**config.mk**
```make
export PLATFORM = sky130hd
export DESIGN_NAME = tcr_chain
export DESIGN_NICKNAME = d
export VERILOG_FILES = /design/src/hdl/tcr_pkg.sv /design/src/hdl/tcr_cell.sv /design/src/hdl/tcr_chain.sv
export SDC_FILE = /design/constraint.sdc
export NUM_CORES = 2
export LEC_CHECK = 0
export ABC_AREA = 1
export BUFFER_PORTS_ARGS = -buffer_cell sky130_fd_sc_hd__clkbuf_2
export CAP_MARGIN = 0
export CORE_MARGIN = 8
export CORE_UTILIZATION = 45
export CTS_BUF_LIST = sky130_fd_sc_hd__clkbuf_8
export CTS_CLUSTER_SIZE = 20
export DETAILED_ROUTE_END_ITERATION = 8
export PLACE_DENSITY = 0.7
export SLEW_MARGIN = 30
export SYNTH_ARGS = -nofsm -noshare
export SYNTH_HDL_FRONTEND = slang
export SYNTH_SLANG_ARGS = --single-unit
```
**constraint.sdc**
```tcl
create_clock -name clk -period 3.9 [get_ports clk]
set_input_delay 0.195 -clock clk [delete_from_list [all_inputs] [get_ports clk]]
set_output_delay 0.195 -clock clk [all_outputs]
set_load 0.01 [all_outputs]
```
**src/hdl/tcr_pkg.sv**
```systemverilog
// Shared types and constants for the TCP connection tracker.
package tcr_pkg;

    localparam int QUEUE_DEPTH = 16;
    localparam int CNT_W       = $clog2(QUEUE_DEPTH + 1);
    localparam int SEQ_W       = 32;
    localparam int LEN_W       = 16;
    localparam int TAG_W       = 16;

    typedef enum logic [2:0] {
        ST_SYN     = 3'd0,
        ST_SYNACK  = 3'd1,
        ST_EST     = 3'd2,
        ST_FIN1    = 3'd3,
        ST_FIN1ACK = 3'd4,
        ST_FIN2    = 3'd5,
        ST_CLOSE   = 3'd6
    } conn_t;

    typedef enum logic [2:0] {
        RES_OK      = 3'd0,
        RES_SEQ     = 3'd1,
        RES_RST     = 3'd2,
        RES_OVERLAP = 3'd3,
        RES_FULL    = 3'd4,
        RES_BADLEN  = 3'd5,
        RES_CLOSED  = 3'd6
    } res_t;

    typedef enum logic [1:0] {
        REG_FLOOR0 = 2'd0,
        REG_FLOOR1 = 2'd1,
        REG_START0 = 2'd2,
        REG_START1 = 2'd3
    } reg_idx_t;

    typedef enum logic {
        FSM_IDLE = 1'b0,
        FSM_EVAL = 1'b1
    } fsm_t;

    typedef struct packed {
        logic [SEQ_W-1:0] seq;
        logic [LEN_W-1:0] len;
        logic [TAG_W-1:0] tag;
    } entry_t;

    // new segment offered to a table; ins commits it
    typedef struct packed {
        logic             ins;
        logic [SEQ_W-1:0] seq;
        logic [LEN_W-1:0] len;
        logic [TAG_W-1:0] tag;
    } cmd_t;

    typedef struct packed {
        logic less;
        logic ovl;
    } cell_flags_t;

endpackage

```
**src/hdl/tcr_cell.sv**
```systemverilog
// One table slot: compares against the new segment and shifts right on insert.
module tcr_cell
    import tcr_pkg::*;
(
    input  logic        clk,
    input  logic        valid,
    input  cmd_t        cmd,
    input  entry_t      left_entry,
    input  logic        less_left,
    input  logic        less_right,
    output entry_t      entry,
    output cell_flags_t flags
);

    entry_t            entry_reg;
    entry_t            entry_next;
    logic              less;
    logic [SEQ_W:0]    own_end;
    logic [SEQ_W:0]    new_end;

    assign less    = valid && (entry_reg.seq < cmd.seq);
    assign own_end = {1'b0, entry_reg.seq} + {{(SEQ_W+1-LEN_W){1'b0}}, entry_reg.len};
    assign new_end = {1'b0, cmd.seq} + {{(SEQ_W+1-LEN_W){1'b0}}, cmd.len};

    always_comb
    begin
        flags.less = less;
        // duplicate, predecessor running past new start, or new running past successor
        flags.ovl  = (valid && entry_reg.seq == cmd.seq)
                  || (less && !less_right && own_end > {1'b0, cmd.seq})
                  || (valid && !less && less_left && new_end > {1'b0, entry_reg.seq});
    end

    always_comb
    begin
        entry_next = entry_reg;
        if (cmd.ins && !less)
        begin
            if (less_left)
                entry_next = '{seq: cmd.seq, len: cmd.len, tag: cmd.tag};
            else
                entry_next = left_entry;
        end
    end

    always_ff @(posedge clk)
    begin
        entry_reg <= entry_next;
    end

    assign entry = entry_reg;

endmodule

```
**src/hdl/tcr_chain.sv**
```systemverilog
// Sorted segment table of one direction, built as a row of cells.
module tcr_chain
    import tcr_pkg::*;
(
    input  logic             clk,
    input  logic             rst_n,
    input  cmd_t             cmd,
    output logic [CNT_W-1:0] count,
    output logic             ovl
);

    logic [CNT_W-1:0]  count_reg;
    logic [CNT_W-1:0]  count_next;
    entry_t            entries [QUEUE_DEPTH];
    cell_flags_t       flags   [QUEUE_DEPTH];
    logic [QUEUE_DEPTH-1:0] ovl_vec;

    genvar g;
    generate
        for (g = 0; g < QUEUE_DEPTH; g++)
        begin : g_cell
            logic   lleft;
            logic   lright;
            entry_t lentry;
            logic   vld;
            if (g == 0)
            begin : g_first
                assign lleft  = 1'b1;
                assign lentry = '0;
            end
            else
            begin : g_mid
                assign lleft  = flags[g-1].less;
                assign lentry = entries[g-1];
            end
            if (g == QUEUE_DEPTH - 1)
            begin : g_last
                assign lright = 1'b0;
            end
            else
            begin : g_inner
                assign lright = flags[g+1].less;
            end
            assign vld = count_reg > CNT_W'(g);
            tcr_cell u_cell (
                .clk        (clk),
                .valid      (vld),
                .cmd        (cmd),
                .left_entry (lentry),
                .less_left  (lleft),
                .less_right (lright),
                .entry      (entries[g]),
                .flags      (flags[g])
            );
            assign ovl_vec[g] = flags[g].ovl;
        end
    endgenerate

    assign count_next = cmd.ins ? count_reg + CNT_W'(1) : count_reg;

    always_ff @(posedge clk or negedge rst_n)
    begin
        if (!rst_n)
            count_reg <= '0;
        else
            count_reg <= count_next;
    end

    assign count = count_reg;
    assign ovl   = |ovl_vec;

`ifndef SYNTHESIS
    a_no_ins_full: assert property (@(posedge clk) disable iff (!rst_n)
        cmd.ins |-> count_reg < CNT_W'(QUEUE_DEPTH))
        else $error("insert into full table");
    a_count_step: assert property (@(posedge clk) disable iff (!rst_n)
        cmd.ins |=> count_reg == $past(count_reg) + CNT_W'(1))
        else $error("count did not advance on insert");
    a_no_ins_ovl: assert property (@(posedge clk) disable iff (!rst_n)
        cmd.ins |-> !ovl)
        else $error("insert despite overlap");
`endif

endmodule

```
* Word-level counts from Yosys, hierarchy flattened
Index checks and enable logic that the tools add are counted.
** Storage, ports and cells
- Flip-flop bits (word level) :: 1013
- Word-level logic and storage cells :: 336
** Cells by class
- Equality and inequality tests :: 16
- $add $sub $neg :: 18
- Magnitude comparators :: 64
- Reductions and logical operators :: 175
- Mux-type cells :: 15
** Operators by type and width (count)
- 33-bit by 32-bit > comparator with 1-bit output :: 32
- 64-bit two-way mux :: 15
- 32-bit by 16-bit adder with 33-bit output :: 17
- 32-bit == test :: 16
- 32-bit < comparator :: 16
- 1-bit logical AND :: 126
- 5-bit by 4-bit > comparator with 1-bit output (second input constant) :: 8
- 1-bit logical OR :: 32
- 5-bit by 3-bit > comparator with 1-bit output (second input constant) :: 4
- 1-bit zero test :: 16
- 16-bit OR reduction :: 1
- 5-bit by 1-bit > comparator with 1-bit output (second input constant) :: 2
- 5-bit by 2-bit > comparator with 1-bit output (second input constant) :: 2
- 5-bit by 1-bit adder with 5-bit output (second input constant) :: 1

* Longest topological paths before layout
- Word-level depth :: 8
- Mapped depth :: 32

* By module
A second synthesis with hierarchy kept.
** Second synthesis, totals
- Cell total of the unflattened synthesis :: 16142
- Area total of the unflattened synthesis :: 123806.2 µm²
** By module, submodules not included
- tcr_cell at g_cell[13].u_cell ... :: area an instance 7704.9 µm², instances 8, cells an instance 1004
- tcr_cell at g_cell[0].u_cell ... :: area an instance 7718.7 µm², instances 6, cells an instance 1006
- tcr_cell at g_cell[12].u_cell :: area an instance 7653.6 µm², instances 1, cells an instance 987
- tcr_cell at g_cell[3].u_cell :: area an instance 7619.8 µm², instances 1, cells an instance 992
- tcr_chain :: area an instance 581.8 µm², instances 1, cells an instance 95

* Worst setup path before layout
OpenSTA, ideal clock, no wires.
- Path kind :: input to register
- From :: in cmd[59] (netlist name)
- To :: reg g_cell[2].u_cell.entry_reg, in the netlist g_cell[2].u_cell.entry[16], enable pin
- Stages on the path :: 14
- Arrival time :: 3954 ps
- Required time :: 3498 ps
- Slack :: -457 ps
- Path buffers :: 4
- Cell sequence :: inv_1 -> clkbuf_1 -> clkbuf_1 -> ha_1 -> nand2_1 -> nor2_1 -> nand2_1 -> nor4_1 -> nand2_1 -> nand3_1 -> buf_2 -> buf_2 -> nand2_1 -> inv_1
** On the way
- Cells in the longest elaborated chain, start to end :: 4
** RTL lines
- from (decl) :: line tcr_chain.sv:7 : input cmd_t cmd,
- 32-bit < comparator :: line tcr_cell.sv:21 : assign less = valid && (entry_reg.seq < cmd.seq);
- 1-bit logical AND :: line tcr_cell.sv:21
- 1-bit zero test :: line tcr_cell.sv:37 : if (cmd.ins && !less)
- 1-bit logical AND :: line tcr_cell.sv:37
- to (signal assigned) :: line tcr_cell.sv:48 : entry_reg <= entry_next;
- to (decl) :: line tcr_cell.sv:15 : entry_t entry_reg;
No other way between the ends.
A chain may end at the register's enable or synchronous reset.

* Worst setup path after layout
- From :: reg g_cell[11].u_cell.entry_reg, in the netlist g_cell[11].u_cell.entry[18]
- To :: out ovl
** On the way
- Cells in the longest elaborated chain, start to end :: 6
** RTL lines
- from (decl) :: line tcr_cell.sv:15
- from (signal assigned) :: line tcr_cell.sv:48
- 32-bit by 16-bit adder with 33-bit output :: line tcr_cell.sv:22 : assign own_end = {1'b0, entry_reg.seq} + {{(SEQ_W+1-LEN_W){1'b0}}, entry_reg.len};
- 33-bit by 32-bit > comparator with 1-bit output :: line tcr_cell.sv:30 : || (less && !less_right && own_end > {1'b0, cmd.seq})
- 1-bit logical AND :: line tcr_cell.sv:30
- 1-bit logical OR :: line tcr_cell.sv:30
- 1-bit logical OR :: line tcr_cell.sv:31 : || (valid && !less && less_left && new_end > {1'b0, entry_reg.seq});
- 16-bit OR reduction :: line tcr_chain.sv:70 : assign ovl = |ovl_vec;
- to (decl) :: line tcr_chain.sv:9 : output logic ovl
No other way between the ends.

==> results.sh <==
export IMPL_synth_yosys_seq_area_share=0.2657
export IMPL_criticalPathCategory="reg -> out"
export IMPL_place_hpwl_microns=311100
export IMPL_clock_skew_ns=0.04569
export IMPL_die_area_sq_um=208300
export IMPL_area_growth_synth_to_final_pct=30.12
export IMPL_synthFlopType="sky130_fd_sc_hd__edfxtp_1"
export IMPL_report_final_hold_viol_count=0
export IMPL_layoutNonFillerInstCount=16470
export IMPL_synth_enable_flop_cells=768
export IMPL_postLayoutCoreUtil=0.5897
export IMPL_ys_top_cells_by_count="3274 x sky130_fd_sc_hd__nand2_1, 1813 x sky130_fd_sc_hd__ha_1, 1293 x sky130_fd_sc_hd__inv_1, 919 x sky130_fd_sc_hd__a21oi_1, 783 x sky130_fd_sc_hd__o21ai_0"
export IMPL_antenna_violating_nets_post_route=0
export IMPL_count_leader_synth="sky130_fd_sc_hd__nand2_1"
export IMPL_gp_congestion=1.060
export IMPL_layout_setup_ws_ns=-1.527
export IMPL_worst_r2r_setup_slack_ns=0.19
export IMPL_design_area_sq_um=113600
export IMPL_synth_seq_cells=773
export IMPL_vias_after_detailed_routing=94070
export IMPL_antenna_violations_before_repair=32
export IMPL_routed_wirelength_microns=398700
export IMPL_drt_initial_drc_count=10230
export IMPL_timing_reg2reg_worst_path_depth=14
export IMPL_post_route_drc_count=1
export IMPL_grt_pass1_vias=91640
export IMPL_min_to="g_cell[1].u_cell.entry[33]$_DFFE_PP_"
export IMPL_grt_max_degree=81
export IMPL_vdd_ir_drop_worst_uv=421.4
export IMPL_fin_crit_ns=5.427
export IMPL_placed_area_sq_um=108500
export IMPL_largest_reg_flops=768
export IMPL_final_nets=15690
export IMPL_synth_nets=13410
export IMPL_report_final_slew_viol_count=0
export IMPL_routed_via_density=5.712
export IMPL_r2r_end="g_cell[0].u_cell.entry[22]$_DFFE_PP_"
export IMPL_hold_path_cell_count=5
export IMPL_cts_sinks=773
export IMPL_timing_rr_start="g_cell[0].u_cell.entry[47]$_DFFE_PP_"
export IMPL_dieHeight_microns=456.4
export IMPL_max_freq_mhz=184.3
export IMPL_htreeDepth=4
export IMPL_worst_setup_path_start_kind="flip-flop"
export IMPL_rsz_0062_raised_after_global_routing="true"
export IMPL_core_area_sq_um=192600
export IMPL_status="complete, but fails checks"
export IMPL_gr_usage_all_layers=0.3649
export IMPL_global_route_overflow_total=0
export IMPL_insertion_delay_ns=0.96
export IMPL_worst_endpoint_required_ns=3.70
export IMPL_top_level_ports=73
export IMPL_power_per_cell_area_nw_per_um2=726.3
export IMPL_synth_top_cells_by_area="sky130_fd_sc_hd__edfxtp_1 26%, sky130_fd_sc_hd__ha_1 26%, sky130_fd_sc_hd__nand2_1 14%"
export IMPL_yosysTopAreaCell="sky130_fd_sc_hd__edfxtp_1"
export IMPL_yosys_warns=0
export IMPL_failed_checks="DRC, setup timing"
export IMPL_share_of_the_synthesized_area_in_the_top_cell_type=0.2642
export IMPL_crit_path_end_kind="output port"
export IMPL_filler_cell_count=17590
export IMPL_cellLeakagePower_nw=57.39
export IMPL_number_of_violations_of_the_max_capacitance_limit=0
export IMPL_final_period_utilization=1.392
export IMPL_wire_per_inst_microns=24.21
export IMPL_synthArstFlopShare=0.006468
export IMPL_layout_drive_gt1_share=0.2024
export IMPL_effective_utilization_at_floorplan=0.4532
export IMPL_first_pass_iters=9
export IMPL_cts_buffers=153
export IMPL_cts_clk_slew_worst_paths_ns=0.06
export IMPL_dp_cells=16070
export IMPL_worst_hold_startpoint="cmd[33]"
export IMPL_synth_area_sq_um=87280
export IMPL_crit_arrival_ns=5.23
export IMPL_port_buffer_count=56
export IMPL_report_final_setup_viol=1
export IMPL_cts_root_to_sink_buffers=3
export IMPL_tritoncts="done"
export IMPL_synthesis_instances=11510
export IMPL_ys_types=66
export IMPL_cts_root_buf="sky130_fd_sc_hd__clkbuf_8"
export IMPL_path_type_of_the_worst_min_delay_path="in -> reg"
export IMPL_path_max_fanout=4
export IMPL_worst_slew_pin_transition_ns=1.040
export IMPL_slew_headroom=0.3056
export IMPL_synth_avg_cell_area_sq_um=7.584
export IMPL_fp_dieW_microns=456.4
export IMPL_grt_first_pass_wirelength_microns=573500
export IMPL_placement_rows=161
-- report_power, final --
part / internal [mW] / total (mW) / leakage (nW) / switching, mW
Combinational: 24.2 / 57.2 / 48.4 / 32.9
Sequential: 13.5 / 16.1 / 7.31 / 2.59
Clock: 4.97 / 9.20 / 1.73 / 4.23
Total: 42.7 / 82.5 / 57.4 / 39.8
-- critical path, cell delays in order (launching register included) --
cell                       delay, ns
sky130_fd_sc_hd__edfxtp_1       0.45
sky130_fd_sc_hd__ha_1           0.37
sky130_fd_sc_hd__a21oi_1        0.17
sky130_fd_sc_hd__nand2_1        0.13
sky130_fd_sc_hd__a31oi_2        0.22
sky130_fd_sc_hd__o21ai_2        0.12
sky130_fd_sc_hd__a31oi_2        0.23
sky130_fd_sc_hd__o22ai_2        0.16
sky130_fd_sc_hd__nand2_1        0.11
sky130_fd_sc_hd__nor2_1         0.06
sky130_fd_sc_hd__xor2_1         0.14
sky130_fd_sc_hd__ha_1           0.36
sky130_fd_sc_hd__nand2_1        0.07
sky130_fd_sc_hd__nor2_1         0.10
sky130_fd_sc_hd__nand4_1        0.23
sky130_fd_sc_hd__nor4_2         0.23
sky130_fd_sc_hd__and2_1         0.16
sky130_fd_sc_hd__nor2_1         0.04
sky130_fd_sc_hd__nand2_1        0.08
sky130_fd_sc_hd__nand2_1        0.13
sky130_fd_sc_hd__nor2_4         0.13
sky130_fd_sc_hd__buf_4          0.14
sky130_fd_sc_hd__nand3_4        0.10
sky130_fd_sc_hd__nor2_4         0.13
sky130_fd_sc_hd__nand2_4        0.08
sky130_fd_sc_hd__clkbuf_2       0.14
-- cell families (layout without fill, tap and decap cells) --
kind of cell	after synthesis	count (layout)	synth area share
simple gates	4854	4854	0.2277
compound gates	2025	2025	0.1252
fa+ha+maj	1830	1830	0.2638
buf+inv	1517	3918	0.06646
flops	773	773	0.2657
xor+xnor	510	510	0.05118
other cells	0	32	0
-- cells in the final DEF (no fill, tap or decap), types with 57 or more instances in the layout --
| master | instances |
|---|---|
| sky130_fd_sc_hd__nor4_1 | 70 |
| sky130_fd_sc_hd__o21a_1 | 57 |
| sky130_fd_sc_hd__o21ai_0 | 768 |
| sky130_fd_sc_hd__a21o_1 | 63 |
| sky130_fd_sc_hd__buf_4 | 2080 |
| sky130_fd_sc_hd__edfxtp_1 | 768 |
| sky130_fd_sc_hd__clkbuf_8 | 160 |
| sky130_fd_sc_hd__buf_12 | 140 |
| sky130_fd_sc_hd__nand2_1 | 3239 |
| sky130_fd_sc_hd__xnor2_1 | 101 |
| sky130_fd_sc_hd__xor2_1 | 382 |
| sky130_fd_sc_hd__nand4_1 | 186 |
| sky130_fd_sc_hd__ha_1 | 1794 |
| sky130_fd_sc_hd__nor2_1 | 693 |
| sky130_fd_sc_hd__a21oi_1 | 901 |
| sky130_fd_sc_hd__nand3_1 | 296 |
| sky130_fd_sc_hd__nor3_1 | 183 |
| sky130_fd_sc_hd__inv_1 | 1280 |
-- layout make-up --
cell class	instances	area (sq um)	share of cell area
well taps	2526	3161	0.02783
inverters	1313	4995	0.04398
repair buffers	2329	19240	0.1694
flip-flops and latches	773	23190	0.2042
clock buffers	160	2202	0.01939
clock inverters	116	1018	0.008968
multi-input cells	9219	59690	0.5256
diodes	32	80.08	0.0007051
-- how the worst max path moves through the flow --
stage,slack [ns],startpoint,to
2_1_floorplan,0.003,cmd[57],g_cell[6].u_cell.entry[16]$_DFFE_PP_
3_3_place_gp,-1.74,cmd[20],ovl
3_5_place_dp,-1.75,cmd[34],ovl
4_1_cts,-1.56,g_cell[1].u_cell.entry[32]$_DFFE_PP_,ovl
5_1_grt,-1.79,g_cell[4].u_cell.entry[17]$_DFFE_PP_,ovl
6_report,-1.53,g_cell[11].u_cell.entry[18]$_DFFE_PP_,ovl
-- metal layers --
| layer | wire length (microns) | GRT usage |
|---|---|---|
| met1 | 147700 | 0.4302 |
| met2 | 178200 | 0.5942 |
| met3 | 37020 | 0.06729 |
| met4 | 35750 | 0.2685 |
| met5 | 69 | 0 |
-- metrics by stage --
stage               power (mW)  hold WS [ns]  setup TNS, ns  setup slack (ns)
floorplan                45.97       -0.1006              0          0.002781
global placement         69.51       0.05535         -3.558            -1.742
detailed placement       71.08       0.05800         -5.263            -1.750
CTS                      81.10       0.01713         -1.559            -1.559
global route             88.87       0.07423         -1.786            -1.786
finish                   82.48       0.08951         -1.527            -1.527
-- timing repair --
action,CTS,global route
hold endpoints to repair,135,0
setup buffers,21,21
endpoints found under the setup margin,1,62
resized for setup,138,82
hold buffers,52,0
pin swaps,38,37
Power figures use the tool's default switching activity.
